--- config.mk ---
export PLATFORM = sky130hd
export DESIGN_NAME = prc_pre
export DESIGN_NICKNAME = d
export VERILOG_FILES = /design/src/rtl/prc_pkg.sv /design/src/rtl/prc_pre.sv
export SDC_FILE = /design/constraint.sdc
export NUM_CORES = 1
export LEC_CHECK = 0
export BUFFER_PORTS_ARGS = -buffer_cell sky130_fd_sc_hd__buf_2
export CAP_MARGIN = 0
export CORE_MARGIN = 4
export CORE_UTILIZATION = 53
export DETAILED_ROUTE_END_ITERATION = 8
export HOLD_SLACK_MARGIN = 0.08
export PLACE_DENSITY = 0.87
export SLEW_MARGIN = 5
export SYNTH_ARGS = -nofsm -noshare
export SYNTH_HDL_FRONTEND = slang
export SYNTH_SLANG_ARGS = --single-unit
--- constraint.sdc ---
create_clock -name i_clk -period 5.2 [get_ports i_clk]
set_input_delay 1.04 -clock i_clk [delete_from_list [all_inputs] [get_ports i_clk]]
set_output_delay 1.04 -clock i_clk [all_outputs]
set_load 0.05 [all_outputs]
--- src/rtl/prc_pkg.sv ---
// prc_pkg: types, fixed-point constants and elaboration-time table generators
// for the polar/rectangular CORDIC converter. No dependencies.
`default_nettype none

package prc_pkg;

    // internal datapath width and fixed-point scalings
    localparam int DW         = 64;
    localparam int GUARD      = 8;
    localparam int VEC_SHIFT  = 28;
    localparam int ANG_SHIFT  = 60;
    localparam int GAIN_SHIFT = 62;

    // operation codes carried in the action field
    localparam logic ACT_TO_RECT  = 1'b0;
    localparam logic ACT_TO_POLAR = 1'b1;

    // input item
    typedef struct packed {
        logic               action;
        logic [47:0]        radius_in;
        logic signed [31:0] angle_in;
        logic signed [31:0] x_in;
        logic signed [31:0] y_in;
    } t_in;

    // result item
    typedef struct packed {
        logic signed [31:0] x_out;
        logic signed [31:0] y_out;
        logic [47:0]        radius_out;
        logic signed [31:0] angle_out;
        logic               clipped;
    } t_out;

    // vector state carried through the rotation stages
    typedef struct packed {
        logic                   action;
        logic                   neg;
        logic                   zero;
        logic signed [DW-1:0]   x;
        logic signed [DW-1:0]   y;
        logic signed [DW-1:0]   z;
    } t_vec;

    // magnitudes ahead of gain removal
    typedef struct packed {
        logic                   action;
        logic                   zero;
        logic                   neg_x;
        logic                   neg_y;
        logic signed [DW-1:0]   z;
        logic [DW-1:0]          mag_a;
        logic [DW-1:0]          mag_b;
    } t_mag;

    // partial products of the gain multiply
    typedef struct packed {
        logic                   action;
        logic                   zero;
        logic                   neg_x;
        logic                   neg_y;
        logic signed [DW-1:0]   z;
        logic [3:0][63:0]       pa;
        logic [3:0][63:0]       pb;
    } t_pp;

    // full products after gain removal
    typedef struct packed {
        logic                   action;
        logic                   zero;
        logic                   neg_x;
        logic                   neg_y;
        logic signed [DW-1:0]   z;
        logic [127:0]           sum_a;
        logic [127:0]           sum_b;
    } t_sum;

    // one saturated coordinate
    typedef struct packed {
        logic signed [31:0] value;
        logic               clip;
    } t_coord;

    // shift-subtract quotient, used only to build constants at elaboration
    function automatic logic [63:0] const_quot(input logic [63:0] num, input logic [63:0] den);
        logic [63:0] q;
        logic [63:0] r;
        int          b;
        q = '0;
        r = '0;
        for (b = 63; b >= 0; b--) begin
            r = {r[62:0], num[b]};
            if (r >= den) begin
                r    = r - den;
                q[b] = 1'b1;
            end
        end
        return q;
    endfunction

    // atan(2^-i) scaled by 2^60 from the truncated power series, i >= 1
    function automatic logic signed [63:0] atan_pow2(input int i);
        logic signed [63:0] sum;
        logic [63:0]        t;
        int                 k;
        sum = '0;
        for (k = 0; k < 64; k++) begin
            if (i * (2 * k + 1) <= ANG_SHIFT) begin
                t = const_quot(64'd1 << (ANG_SHIFT - i * (2 * k + 1)), 64'(2 * k + 1));
                if ((k & 1) != 0) sum = sum - $signed(t);
                else              sum = sum + $signed(t);
            end
        end
        return sum;
    endfunction

    // atan(1/3) scaled by 2^60
    function automatic logic signed [63:0] atan_third();
        logic signed [63:0] sum;
        logic [63:0]        t;
        logic [63:0]        term;
        int                 k;
        sum = '0;
        t   = const_quot(64'd1 << ANG_SHIFT, 64'd3);
        for (k = 0; k < 64; k++) begin
            if (t != '0) begin
                term = const_quot(t, 64'(2 * k + 1));
                if ((k & 1) != 0) sum = sum - $signed(term);
                else              sum = sum + $signed(term);
                t = const_quot(t, 64'd9);
            end
        end
        return sum;
    endfunction

    // micro-rotation angle of one stage; stage 0 is pi/4
    function automatic logic signed [63:0] atan_entry(input int i);
        logic signed [63:0] v;
        if (i == 0) v = atan_pow2(1) + atan_third();
        else        v = atan_pow2(i);
        return v;
    endfunction

    // 1/K scaled by 2^62, rounded down
    function automatic logic [63:0] inv_gain_calc(input int iters);
        logic [63:0]  p;
        logic [63:0]  y;
        logic [63:0]  c;
        logic [127:0] tgt;
        logic [127:0] sq;
        int           i;
        int           b;
        p = 64'd1 << GAIN_SHIFT;
        for (i = 0; i < 64; i++) begin
            if (i < iters && 2 * i < 63) begin
                p = p - const_quot(p, (64'd1 << (2 * i)) + 64'd1);
            end
        end
        tgt = {64'd0, p} << GAIN_SHIFT;
        y   = '0;
        for (b = 62; b >= 0; b--) begin
            c  = y | (64'd1 << b);
            sq = {64'd0, c} * {64'd0, c};
            if (sq <= tgt) y = c;
        end
        return y;
    endfunction

    // angle constants at 2^-60, and pi at 2^-29 rounded half up
    localparam logic signed [63:0] QUARTER_PI = atan_entry(0);
    localparam logic signed [63:0] PI_FULL    = QUARTER_PI * 4;
    localparam logic signed [63:0] HALF_PI    = QUARTER_PI * 2;
    localparam logic signed [63:0] PI_Q29     = (PI_FULL + (64'sd1 <<< 30)) >>> 31;

endpackage

`default_nettype wire

--- src/rtl/prc_pre.sv ---
// prc_pre: entry stage; scales the operands and folds the start angle
// into the convergence range. Depends on prc_pkg.
`default_nettype none

module prc_pre (
    input  wire               i_clk,
    input  wire               i_rst_n,
    input  wire               i_adv,
    input  wire               i_valid,
    input  prc_pkg::t_in      i_item,
    output logic              o_valid,
    output prc_pkg::t_vec     o_vec
);

    logic              r_valid;
    prc_pkg::t_vec     r_vec;
    prc_pkg::t_vec     n_vec;

    logic signed [63:0] w_z_rot;
    logic signed [63:0] w_x_vec;
    logic signed [63:0] w_y_vec;

    // operand scaling
    assign w_z_rot = {i_item.angle_in[31], i_item.angle_in, 31'd0};
    assign w_x_vec = 64'(i_item.x_in) <<< prc_pkg::VEC_SHIFT;
    assign w_y_vec = 64'(i_item.y_in) <<< prc_pkg::VEC_SHIFT;

    // start vector and angle
    always_comb begin
        n_vec        = '0;
        n_vec.action = i_item.action;
        if (i_item.action == prc_pkg::ACT_TO_RECT) begin
            n_vec.x = $signed(64'(i_item.radius_in) << prc_pkg::GUARD);
            n_vec.y = '0;
            if (w_z_rot > prc_pkg::HALF_PI) begin
                n_vec.z   = w_z_rot - prc_pkg::PI_FULL;
                n_vec.neg = 1'b1;
            end else if (w_z_rot < -prc_pkg::HALF_PI) begin
                n_vec.z   = w_z_rot + prc_pkg::PI_FULL;
                n_vec.neg = 1'b1;
            end else begin
                n_vec.z   = w_z_rot;
            end
        end else begin
            n_vec.zero = (i_item.x_in == '0) && (i_item.y_in == '0);
            // left half plane: turn by pi first
            if (i_item.x_in[31]) begin
                n_vec.x = -w_x_vec;
                n_vec.y = -w_y_vec;
                n_vec.z = i_item.y_in[31] ? -prc_pkg::PI_FULL : prc_pkg::PI_FULL;
            end else begin
                n_vec.x = w_x_vec;
                n_vec.y = w_y_vec;
                n_vec.z = '0;
            end
        end
    end

    // stage valid
    always_ff @(posedge i_clk) begin
        if (!i_rst_n) begin
            r_valid <= 1'b0;
        end else if (i_adv) begin
            r_valid <= i_valid;
        end
    end

    // stage data
    always_ff @(posedge i_clk) begin
        if (i_adv) begin
            r_vec <= n_vec;
        end
    end

    assign o_valid = r_valid;
    assign o_vec   = r_vec;

endmodule

`default_nettype wire

[Word-level counts from Yosys, hierarchy flattened]
Cells that the tools add are included.
Word-level totals
  logic and storage cells: 27
  flip-flop bits (word level): 196
  output and inout bits: 196
  input bits: 149
Operators by class
  magnitude comparators: 2
  $add $sub $neg: 4
  reduce and logical (&&, ||, !) cells: 4
  mux-type cells: 7
Operators with widths (number)
  64-bit two-way mux: 3
  187-bit two-way mux: 1
  184-bit two-way mux: 1
  60-bit negation with 64-bit output: 2
  63-bit by 63-bit adder with 64-bit output, second input constant: 1
  32-bit zero test: 2
  63-bit by 63-bit subtractor with 64-bit output, second input constant: 1
  63-bit by 62-bit greater-than comparator with 1-bit output, second input constant: 1
  63-bit by 62-bit less-than comparator with 1-bit output, second input constant: 1
  1-bit two-way mux: 2
  2-bit AND reduction: 1
  1-bit logical AND: 1

[Depth between registers and ports, before layout]
Gate-level depths: netlist of the first run.
  depth after elaboration: 4
  gate-level depth with buffers: 10
  mapped depth without buffers: 9

[Least setup slack after synthesis of the first run]
Ideal clock, no wire load.
  path type: input-to-reg
  start point: in i_item[77] in the netlist's numbering
  end point: reg r_vec, in the netlist o_vec[47], data pin
  stages on the path: 8
  arrival time: 3.229 ns
  library setup time: 0.284 ns
  buffers on the path: 1
  path slack: 1.688 ns
  data required time: 4.916 ns
  cells stage by stage: clkbuf_1 or4_1 or4_4 o31ai_4 nand3_2 or2_0 o311ai_0 o311ai_0
RTL lines
  start: declaration: line prc_pre.sv:10  | input prc_pkg::t_in i_item,
  end signal: assignment: line prc_pre.sv:71  | r_vec <= n_vec;
  end: declaration: line prc_pre.sv:16  | prc_pkg::t_vec r_vec;

==> results.rst, run 1 <==
.. list-table::
   :header-rows: 1

   * - Metric
     - Value
   * - Result of the run
     - finished, final reports clean
   * - Synth cell count leaders
     - 131 x edfxtp_1, 65 x buf_4, 58 x o21ai_0, 55 x xnor2_1, 50 x clkbuf_1
   * - Fraction of layout cells with a size suffix above 1
     - 0.3411
   * - Vias in the first global route
     - 6,635
   * - Critical path type
     - primary input to flip-flop
   * - Arrival time at the worst endpoint
     - 3.64 ns
   * - GR Overflow Total
     - 0
   * - Quantity of hold-fixing buffers added after cts
     - 0
   * - Fin Clk Skew
     - 0 ns
   * - Core region area
     - 15,260 um2
   * - Skew-Pair Late Insertion Delay
     - between 0.4 and 0.5 ns
   * - Cells along the critical path
     - buf_2, or4_1, or4_4, o31ai_4, and2_1, nor2_1, a221oi_1, o21ai_0
   * - Total GRT Usage
     - 0.2618
   * - Number of fill cells in the layout
     - about 1,200
   * - Fraction of the yosys area taken by sequential cells
     - 0.4784
   * - Sink Count
     - 132
   * - # IOs
     - 345
   * - Remaining design rule violation count
     - 0
   * - Floorplan die width
     - 132.9 um
   * - Met2 layer usage reported by global route
     - 0.4574
   * - Post-route setup TNS
     - 0 ns
   * - Transition at the pin with the smallest max-transition slack
     - 1.138 ns
   * - Maximum achievable frequency
     - approximately 0.28 GHz
   * - Via density per instance
     - 5.655
   * - Library cell with the highest instance count after synthesis
     - edfxtp_1
   * - First-iteration detailed-routing DRC count
     - 622
   * - GR met3 Demand/Resource
     - 0.05665
   * - Initial antenna violation count
     - 2
   * - Port-buffer cells
     - 305
   * - Layout overhead on the synthesized area
     - 22.74%
   * - Async SR Flop Fraction
     - 0
   * - Estimated wirelength of the detail-placed design
     - between 15,000 and 20,000 um
   * - Detailed Routing Iterations Pass 1
     - 6
   * - Number of standard-cell rows in the floorplan
     - 45
   * - Synth Cell Area
     - approximately 8300 um2
   * - Wire length of the first global-routing pass
     - 36,360 um
   * - Pins over their slew limit
     - 0
   * - Area share of the leading cell type in the synthesized netlist
     - 0.4759
   * - Per-cell routed wire length
     - 18.85 um
   * - Critical path endpoint category
     - flip-flop
   * - Synth Instances
     - 806
   * - Most used DFF post-synth
     - edfxtp_1
   * - Pre-CTS setup slack
     - 1.284 ns
   * - Headroom to the max-slew limit
     - 0.2411
   * - Count of nets left with antenna violations after detail routing
     - 0
   * - Multi-input gate area
     - 3742 um2
   * - Clock edge transition at the registers on the reported setup and hold paths
     - 0.06 ns
   * - Die H
     - 132.9 um
   * - Number of setup violations in the final report
     - 0
   * - Hold/Removal Path Class
     - flip-flop to flip-flop
   * - TritonCTS clock tree
     - yes
   * - Yosys synthesis warning count
     - 0
   * - Initial core utilization
     - 0.5417
   * - Max cap viols
     - 0
   * - Number of distinct standard cells referenced by the synthesized netlist
     - 73
   * - Routed Wire Length
     - 24,190 um
   * - Setup repair after global routing missed its margin
     - no
   * - Final hold violations
     - 0
   * - Power Density
     - 344.1 nW/um2
   * - Synthesized area per cell
     - 10.25 um2
   * - Maximum number of pins on one net before global-route repair
     - 89
   * - Total of flip-flops plus latches after synthesis
     - ~130
   * - Critical Path Max Stage Delay
     - approximately 0.57 ns
   * - Clock period minus worst slack
     - 3.514 ns
   * - Total leakage power
     - 4.098 nW
   * - Least setup slack across all paths after layout
     - 1.686 ns
   * - Count of flip-flops with a built-in enable after synthesis
     - ~130
   * - Clock buffers created by TritonCTS
     - 17
   * - Tcrit/Tclk final
     - 0.6758
   * - Synth area leader
     - edfxtp_1
   * - Number of cells upsized or downsized after cts
     - 0
   * - Worst supply voltage drop on vdd
     - 0.2311 mV
   * - Sequential cell area
     - between 3000 and 4000 um2
   * - H-tree depth reported by CTS
     - 4
   * - Top Usage Layer GRT
     - met2
   * - Total number of vias
     - 7,255
   * - Max Fanout on Critical Path
     - 10
   * - Total Die Area
     - about 18,000 um2
   * - Global placement routability congestion
     - around 0.91
   * - Data required time of the worst path
     - 5.33 ns
   * - Final #Nets
     - 1,212
   * - Post-CTS setup buffers
     - 0
   * - Max Root-Sink Buffers
     - 2
   * - Launching element type of the critical path
     - primary input
   * - Slowest stage cell on the critical path
     - or4_1
   * - Most area-consuming cells after synthesis
     - edfxtp_1 48%, buf_4 5.9%, xnor2_1 5.8%
   * - Met1 track utilization from global routing
     - 0.3114
   * - Library cell used as clock root buffer
     - clkbuf_16
## cell families (layout without fill, tap and decap cells)
logic type / Yosys count / after routing / share of synthesized area
buffers and inverters: 128 / 350 / 0.08795
muxes: 4 / 4 / 0.004996
adders and majority gates: 6 / 6 / 0.009082
AOI/OAI and AO/OA: 207 / 207 / 0.1633
other: 1 / 45 / 0.0004537
xor gates and xnor gates: 83 / 83 / 0.08795
and+or+nand+nor: 245 / 245 / 0.1679
DFF: 132 / 132 / 0.4784
## flip-flops by register name (all words and copies together), names as in the netlist
| register | cells |
|---|---|
| o_vec | 131 |
| o_valid | 1 |
## layer usage
layer  part of all wire  wire, um  vias to the layer above
met1               0.36      8791                     3394
li1                   -         -                     3367
met2               0.51     12430                      437
met4              0.029       693                        0
met3              0.094      2277                       57
met5                  0         0                        -
## cell usage in the layout, fill, tap and decap left out, types with 4 or more instances in the layout
master	netlist	routed
nand2_1	34	34
buf_2	1	303
or2_2	4	4
nor2b_1	27	27
buf_4	65	6
clkinv_4	0	5
o22ai_1	13	13
o31ai_1	20	20
xnor2_1	55	55
or4_4	4	4
nand3_1	17	17
or3_1	16	16
nand2b_1	7	7
and2_1	36	36
o311ai_0	5	5
edfxtp_1	131	131
ha_1	6	6
nor4_1	8	8
nor2_1	47	47
clkbuf_16	0	17
xor2_1	28	28
conb_1	1	43
o21ai_0	58	58
o41ai_1	4	4
o21ai_1	4	4
a21o_1	4	4
o32ai_1	5	5
or4_1	11	11
a21oi_1	46	46
nor3_1	10	10
inv_1	9	9
o21a_1	14	14
## cell type report
type / count / area share
Clock inverter: 14 / 0.01529
Clock buffer: 18 / 0.04230
Tap cell: 211 / 0.02602
Sequential cell: 132 / 0.3897
Inverter: 9 / 0.003330
Timing Repair Buffer: 309 / 0.1539
Antenna cell: 2 / 0.0004933
Multi-Input combinational cell: 588 / 0.3689
## critical path, delay by kind of cell
family / cells / cell delay [ns]
AND/OR/NAND/NOR: 4 / 1.65
AO/OA/AOI/OAI: 3 / 0.80
buffers and inverters: 1 / 0.14
## report_power, final
part           internal [mW]  leakage (nW)  switching, mW
Clock                  0.710         0.276          0.470
Sequential              1.29          1.28         0.0300
Combinational          0.235          2.54          0.755
## per-stage QoR
stage / util / hold slack, ns / std cells / power [mW] / cell area (um2)
2_1_floorplan: - / 0.7429 / 848 / 2.102 / 8423
3_3_place_gp: 0.6262 / 0.4935 / 1249 / 2.310 / 9555
3_5_place_dp: 0.6262 / 0.5285 / 1249 / 2.327 / 9555
4_1_cts: 0.6645 / 0.5410 / 1281 / 3.504 / 10140
5_1_grt: 0.6649 / 0.5729 / 1283 / 3.605 / 10140
6_report: 0.6649 / 0.5287 / 1283 / 3.491 / 10140
## worst paths after layout
path	from	to	slack, ns	depth (start not counted)
setup / recovery	i_item[78]	o_vec[32]$_DFFE_PP_	1.69	8
hold / removal	o_valid$_SDFFE_PN0P_	o_valid$_SDFFE_PN0P_	0.53	2
setup reg to reg	o_valid$_SDFFE_PN0P_	o_valid$_SDFFE_PN0P_	4.60	2
hold reg to reg	o_valid$_SDFFE_PN0P_	o_valid$_SDFFE_PN0P_	0.53	2
Note: power is estimated with default switching activity, not from simulation.
==> inputs of run 2 (changes only) <==
--- a/config.mk
+++ b/config.mk
@@ -8,10 +8,10 @@
 export BUFFER_PORTS_ARGS = -buffer_cell sky130_fd_sc_hd__buf_2
 export CAP_MARGIN = 0
 export CORE_MARGIN = 4
-export CORE_UTILIZATION = 53
+export CORE_UTILIZATION = 49
 export DETAILED_ROUTE_END_ITERATION = 8
 export HOLD_SLACK_MARGIN = 0.08
-export PLACE_DENSITY = 0.87
+export PLACE_DENSITY = 0.81
 export SLEW_MARGIN = 5
 export SYNTH_ARGS = -nofsm -noshare
 export SYNTH_HDL_FRONTEND = slang
==> constraint.sdc (replaced) <==
create_clock -name i_clk -period 3.35 [get_ports i_clk]
set_input_delay 0.67 -clock i_clk [delete_from_list [all_inputs] [get_ports i_clk]]
set_output_delay 0.67 -clock i_clk [all_outputs]
set_load 0.05 [all_outputs]
==> run 2 against run 1 <==
- sequential share of layout area decreased by 0.88 points
- combinational power increased by 57%
- non-clock buffer count increased by 24
- wire length decreased by 3.3%
- sequential power increased by 55%
- via count decreased by 0.59%
- sequential cell count unchanged
- setup slack got worse by 1.3 ns
- clock-buffer cell count decreased by 1
- utilization decreased by 3.9 points
- register-to-register slack got worse by 1.8 ns
- first-iteration DRC count decreased by 23%
==> results.rst, run 2 (synthesis gave the netlist of run 1 again) <==
.. list-table::
   :header-rows: 1

   * - Metric
     - Value
   * - Max cap viols
     - 0 (unchanged)
   * - Quantity of hold-fixing buffers added after cts
     - 0 (unchanged)
   * - Result of the run
     - finished, final reports clean
   * - Hold Crit Depth
     - 2 (unchanged)
   * - Total GRT Usage
     - 0.2319 (-0.02991)
   * - FF-to-FF Start
     - o_valid$_SDFFE_PN0P_
   * - Hold WS
     - 0.4756 ns (-0.05309 ns)
   * - Critical path type
     - primary input to flip-flop
   * - Initial core utilization
     - 0.4984 (-0.04328)
   * - Total leakage power
     - 4.232 nW (+3.3%)
   * - Clock period minus worst slack
     - 2.940 ns
   * - Least setup slack across all paths after layout
     - 0.4101 ns (-1.276 ns)
   * - Detailed Routing Iterations Pass 1
     - 6 (unchanged)
   * - Total Die Area
     - 19,010 um2 (+7.7%)
   * - Pins over their slew limit
     - 0 (unchanged)
   * - Most frequent cells in the layout
     - 303 x buf_2, 131 x edfxtp_1, 58 x o21ai_0
   * - Skew-Pair Late Insertion Delay
     - 0.41 ns (about the same)
   * - H-tree depth reported by CTS
     - 4 (unchanged)
   * - Final hold violations
     - 0 (unchanged)
   * - Sink Count
     - 132 (unchanged)
   * - Max Fanout on Critical Path
     - 5 (-5)
   * - Number of fill cells in the layout
     - 1,394 (+15%)
   * - Worst-case reg-to-reg path depth
     - 2 (unchanged)
   * - Remaining design rule violation count
     - 0 (unchanged)
   * - Transition at the pin with the smallest max-transition slack
     - 0.8374 ns (-0.3010 ns)
   * - Headroom to the max-slew limit
     - 0.4418 (+0.2007)
   * - Port-buffer cells
     - 305 (unchanged)
   * - TritonCTS clock tree
     - yes
   * - Layout overhead on the synthesized area
     - 25.58%
   * - Max Root-Sink Buffers
     - 2 (unchanged)
   * - Via density per instance
     - 5.484 (-3.0%)
   * - Fraction of layout cells with a size suffix above 1
     - 0.3556 (+0.01445)
   * - Pre-CTS setup slack
     - 0.03247 ns (-1.252 ns)
   * - Final #Nets
     - 1,236 (+2.0%)
   * - Worst supply voltage drop on vdd
     - 0.3388 mV (+47%)
   * - Maximum achievable frequency
     - 0.3401 GHz
   * - End of the worst register-to-register path
     - o_valid$_SDFFE_PN0P_
   * - GR Overflow Total
     - 0 (unchanged)
   * - Fin Clk Skew
     - 0 ns (unchanged)
   * - Data required time of the worst path
     - 3.57 ns (-1.76 ns)
   * - Global placement routability congestion
     - 0.9254 (+2.0%)
   * - Setup repair after global routing missed its margin
     - no
   * - Critical path endpoint category
     - flip-flop
   * - Destination of the worst hold path
     - o_valid$_SDFFE_PN0P_
   * - Flip-flop count of the largest register after layout
     - 131 (unchanged)
   * - Hold/Removal Path Class
     - primary input to flip-flop
   * - Hold path startpoint
     - i_rst_n
   * - Post-CTS setup buffers
     - 0 (unchanged)
   * - Floorplan die width
     - 137.9 um (+3.8%)
   * - Clock buffers created by TritonCTS
     - 17 (unchanged)
   * - Number of setup violations in the final report
     - 0 (unchanged)
   * - Most frequent standard cell in the layout excluding fill and tap cells
     - buf_2
   * - Total number of vias
     - 7,212 (-0.59%)
   * - Clock edge transition at the registers on the reported setup and hold paths
     - 0.06 ns (about the same)
   * - Count of nets left with antenna violations after detail routing
     - 0 (unchanged)
   * - Total power consumption of the routed design
     - 5.523 mW (+58%)
   * - Number of standard-cell rows in the floorplan
     - 47 (+4.4%)
   * - Initial antenna violation count
     - 2 (unchanged)
   * - Per-cell routed wire length
     - 17.79 um (-5.6%)
   * - Final core utilization
     - 0.6259 (-0.03894)
   * - Arrival time at the worst endpoint
     - 3.16 ns (-0.48 ns)
   * - Wire length of the first global-routing pass
     - 34,500 um (-5.1%)
   * - # IOs
     - 345 (unchanged)
   * - Vias in the first global route
     - 6,701 (+0.99%)
   * - Die H
     - 137.9 um (+3.8%)
   * - Setup slack of the most critical reg-to-reg path
     - 2.75 ns (-1.85 ns)
   * - Post-route setup TNS
     - 0 ns (unchanged)
   * - Tcrit/Tclk final
     - 0.8776
   * - Estimated wirelength of the detail-placed design
     - 17,380 um (-0.80%)
   * - Power Density
     - 532.1 nW/um2 (+55%)
   * - Core region area
     - 16,580 um2 (+8.7%)
   * - Maximum number of pins on one net before global-route repair
     - 69 (-22%)
   * - Library cell used as clock root buffer
     - clkbuf_16
   * - First-iteration detailed-routing DRC count
     - 480 (-23%)
   * - Launching element type of the critical path
     - primary input
   * - Number of cells upsized or downsized after cts
     - 0 (unchanged)
   * - Routed Wire Length
     - 23,400 um (-3.3%)
==> run 2: worst max-delay path by stage <==
stage | from | end | slack, ns | cells past startpoint
2_1_floorplan | i_item[77] | o_vec[47]$_DFFE_PP_ | 0.21 | 8
3_3_place_gp | i_item[43] | o_vec[186]$_SDFFCE_PN0P_ | 0.06 | 8
3_5_place_dp | i_item[80] | o_vec[55]$_DFFE_PP_ | 0.03 | 9
4_1_cts | i_item[80] | o_vec[33]$_DFFE_PP_ | 0.45 | 9
5_1_grt | i_item[80] | o_vec[33]$_DFFE_PP_ | 0.31 | 9
6_report | i_item[80] | o_vec[55]$_DFFE_PP_ | 0.41 | 9
==> run 2: worst max-delay path, cell delays in order <==
cell and delay [ns]:
buf_2 0.12, or4_1 0.62, or4_4 0.46, o31ai_4 0.36, nand2_2 0.18, buf_4 0.20, a21oi_1 0.17, nor3_1 0.08
o31ai_1 0.29
==> run 2: where the power goes <==
group / internal (mW) / leakage (nW) / total (mW) / switching (mW)
registers: 2.00 / 1.28 / 2.05 / 0.0433
clock network: 1.18 / 0.287 / 1.93 / 0.750
logic: 0.384 / 2.67 / 1.55 / 1.17
total: 3.56 / 4.23 / 5.52 / 1.96
==> run 2: cell type report <==
cell class	count	area (um2)	share of cell area
Sequential cell	132	3954	0.3809
Multi-Input combinational cell	588	3742	0.3605
Timing Repair Buffer	333	1767	0.1702
Clock buffer	17	425.4	0.04098
Tap cell	220	275.3	0.02652
Clock inverter	15	180.2	0.01736
Inverter	9	33.78	0.003255
Antenna cell	1	2.502	0.0002411
==> run 2: metal layers <==
| layer | track usage | share of wire |
|---|---|---|
| met5 | 0 | 0.0017 |
| met4 | 0.08507 | 0.024 |
| met3 | 0.05479 | 0.091 |
| met2 | 0.4132 | 0.51 |
| met1 | 0.2716 | 0.37 |
==> run 2: stage by stage <==
step                      cells  area (um2)
after detailed placement   1282        9772
after global placement     1282        9772
after global routing       1314       10380
final                      1315       10380
after floorplan             848        8423
after CTS                  1314       10380
==> inputs of run 3 (changes only) <==
--- a/config.mk
+++ b/config.mk
@@ -12,6 +12,7 @@
 export DETAILED_ROUTE_END_ITERATION = 8
 export HOLD_SLACK_MARGIN = 0.08
 export PLACE_DENSITY = 0.81
+export RECOVER_POWER = 50
 export SLEW_MARGIN = 5
 export SYNTH_ARGS = -nofsm -noshare
 export SYNTH_HDL_FRONTEND = slang
==> run 3 against run 2 <==
- the flow now finishes with violations (max-capacitance violations, max-slew violations)
- worst hold slack gained 0.0014 ns
- highest routed layer unchanged
- clock-buffer cell count is the same
- via count grew 0.26%
- largest power group unchanged
- critical endpoint unchanged
==> results.rst, run 3 (synthesis gave the netlist of run 1 again) <==
.. list-table::
   :header-rows: 1

   * - Metric
     - Value
   * - Total Die Area
     - 19,010 um2 (unchanged)
   * - Clock period minus worst slack
     - 2.932 ns (-0.008411 ns)
   * - Max Fanout on Critical Path
     - 5 (unchanged)
   * - Share of power burned in the clock network
     - 0.350 (about the same)
   * - Transition at the pin with the smallest max-transition slack
     - 1.578 ns (+0.7410 ns)
   * - Fin Clk Skew
     - 0 ns (unchanged)
   * - H-tree depth reported by CTS
     - 4 (unchanged)
   * - Detailed Routing Iterations Pass 1
     - 6 (unchanged)
   * - Clock buffers created by TritonCTS
     - 17 (unchanged)
   * - FF-to-FF Start
     - o_valid$_SDFFE_PN0P_
   * - Power Density
     - 535.8 nW/um2 (+0.69%)
   * - Arrival time at the worst endpoint
     - 3.15 ns (about the same)
   * - Hold/Removal Path Class
     - primary input to flip-flop
   * - Data required time of the worst path
     - 3.57 ns (about the same)
   * - Per-cell routed wire length
     - 17.81 um (+0.12%)
   * - Switching power summed over all nets
     - 1.957 mW (about the same)
   * - Clock edge transition at the registers on the reported setup and hold paths
     - 0.06 ns (about the same)
   * - Remaining design rule violation count
     - 0 (unchanged)
   * - # IOs
     - 345 (unchanged)
   * - GR Overflow Total
     - 0 (unchanged)
   * - Switching Fraction
     - 0.3558 (+0.001236)
   * - Layout overhead on the synthesized area
     - 24.21%
   * - Skew-Pair Late Insertion Delay
     - 0.41 ns (about the same)
   * - Cell Area, Placed
     - 9772 um2 (unchanged)
   * - TritonCTS clock tree
     - yes
   * - Worst supply voltage drop on vdd
     - 0.3383 mV (-0.14%)
   * - Library cell used as clock root buffer
     - clkbuf_16
   * - Estimated wirelength of the detail-placed design
     - 17,380 um (unchanged)
   * - Origin of the worst setup path
     - i_item[80]
   * - Failing checks
     - max-capacitance violations, max-slew violations
   * - Initial antenna violation count
     - 2 (unchanged)
   * - Count of nets left with antenna violations after detail routing
     - 0 (unchanged)
   * - Launching element type of the critical path
     - primary input
   * - Headroom to the max-slew limit
     - -0.05225 (-0.4940)
   * - First-iteration detailed-routing DRC count
     - 513 (+6.9%)
   * - Result of the run
     - finished with violations
   * - Total instance count after detailed placement
     - 1,282 (unchanged)
   * - Pre-CTS setup slack
     - 0.03247 ns (unchanged)
   * - Post-route setup TNS
     - 0 ns (unchanged)
   * - Tcrit/Tclk final
     - 0.8751 (-0.002511)
   * - Final std cells w/o fill
     - 1,315 (unchanged)
   * - Core region area
     - 16,580 um2 (unchanged)
   * - Post-CTS setup buffers
     - 0 (unchanged)
   * - Internal power summed over all cells
     - 3.543 mW (-0.60%)
   * - Hold path startpoint
     - i_rst_n
   * - Wire length of the first global-routing pass
     - 34,500 um (unchanged)
   * - Most frequent standard cell in the layout excluding fill and tap cells
     - buf_2
   * - Die H
     - 137.9 um (unchanged)
   * - Power share of the sequential group
     - 0.373 (+0.003)
   * - Total leakage power
     - 4.029 nW (-4.8%)
   * - Final #Nets
     - 1,236 (unchanged)
   * - Via density per instance
     - 5.499 (+0.26%)
   * - Number of cells upsized or downsized after cts
     - 0 (unchanged)
   * - Total number of vias
     - 7,231 (+0.26%)
   * - Quantity of hold-fixing buffers added after cts
     - 0 (unchanged)
   * - Most frequent cells in the layout
     - 238 x buf_2, 131 x edfxtp_1, 69 x clkbuf_1
   * - Total power consumption of the routed design
     - 5.500 mW (-0.41%)
   * - Flip-flop count of the largest register after layout
     - 131 (unchanged)
   * - Critical path endpoint category
     - flip-flop
   * - Least setup slack across all paths after layout
     - 0.4185 ns (+0.008411 ns)
   * - Critical path type
     - primary input to flip-flop
   * - Port-buffer cells
     - 305 (unchanged)
   * - Sink Count
     - 132 (unchanged)
   * - Maximum achievable frequency
     - 0.3411 GHz (+0.29%)
   * - Pins over their slew limit
     - 139 (+139)
   * - Vias in the first global route
     - 6,701 (unchanged)
   * - Post-layout instance area
     - 10,270 um2 (-1.1%)
   * - Max Root-Sink Buffers
     - 2 (unchanged)
   * - Fraction of layout cells with a size suffix above 1
     - 0.2925 (-0.06307)
   * - Routed Wire Length
     - 23,430 um (+0.12%)
   * - Setup repair after global routing missed its margin
     - no
   * - Final hold violations
     - 0 (unchanged)
   * - Share of power burned in combinational logic
     - 0.277 (-0.003)
   * - Number of setup violations in the final report
     - 0 (unchanged)
   * - Maximum number of pins on one net before global-route repair
     - 69 (unchanged)
   * - Floorplan die width
     - 137.9 um (unchanged)
   * - Total GRT Usage
     - 0.2319 (unchanged)
   * - Max cap viols
     - 3 (+3)
   * - Global placement routability congestion
     - 0.9254 (unchanged)
   * - Initial core utilization
     - 0.4984 (unchanged)
   * - Number of standard-cell rows in the floorplan
     - 47 (unchanged)
[run 3: cell types whose count changed in the layout (fill, tap and decap cells not counted), sizes merged]
| cell | delta |
|---|---|
| clkbuf | +71 |
| buf | -71 |
[run 3: worst paths after layout]
path / end / slack, ns / cells after the start
hold / removal: o_valid$_SDFFE_PN0P_ / 0.48 / 2
setup / recovery: o_vec[55]$_DFFE_PP_ / 0.42 / 9
hold reg to reg: o_valid$_SDFFE_PN0P_ / 0.52 / 2
setup reg to reg: o_valid$_SDFFE_PN0P_ / 2.74 / 2
[run 3: power groups by stage]
| stage | registers, mW | clock network [mW] | logic [mW] |
|---|---|---|---|
| after global placement | 2.08 | 0 | 1.53 |
| after detailed placement | 2.08 | 0 | 1.55 |
| after floorplan | 2.63 | 0 | 0.630 |
| final | 2.05 | 1.92 | 1.52 |
| after CTS | 2.05 | 1.95 | 1.55 |
| after global routing | 2.07 | 2.02 | 1.61 |
[run 3: stage by stage]
stage | hold WS, ns | util
2_1_floorplan | 0.7429 | -
3_3_place_gp | 0.4977 | 0.5893
3_5_place_dp | 0.5152 | 0.5893
4_1_cts | 0.4665 | 0.6258
5_1_grt | 0.5024 | 0.6189
6_report | 0.4771 | 0.6191
[run 3: critical path, stage by stage]
cell	delay [ns]
buf_2	0.12
or4_1	0.61
or4_4	0.46
o31ai_4	0.36
nand2_2	0.18
buf_4	0.19
a21oi_1	0.17
nor3_1	0.08
o31ai_1	0.29
[run 3: cell type report]
type / instances / area [um2]
fillers: 1421 / 6317
diodes: 1 / 2.502
flip-flops and latches: 132 / 3954
inverters: 9 / 33.78
clock buffers: 17 / 425.4
repair buffers: 333 / 1653
multi-input cells: 588 / 3742
well taps: 220 / 275.3
clock inverters: 15 / 180.2
[run 3: metal layers]
layer	vias to the layer above	part of all wire	track usage	wire (um)
met2	359	0.51	0.4132	11960
met4	4	0.027	0.08507	637
li1	3410	-	-	-
met3	56	0.089	0.05479	2093
met1	3402	0.37	0.2716	8696
met5	-	0.0017	0	40
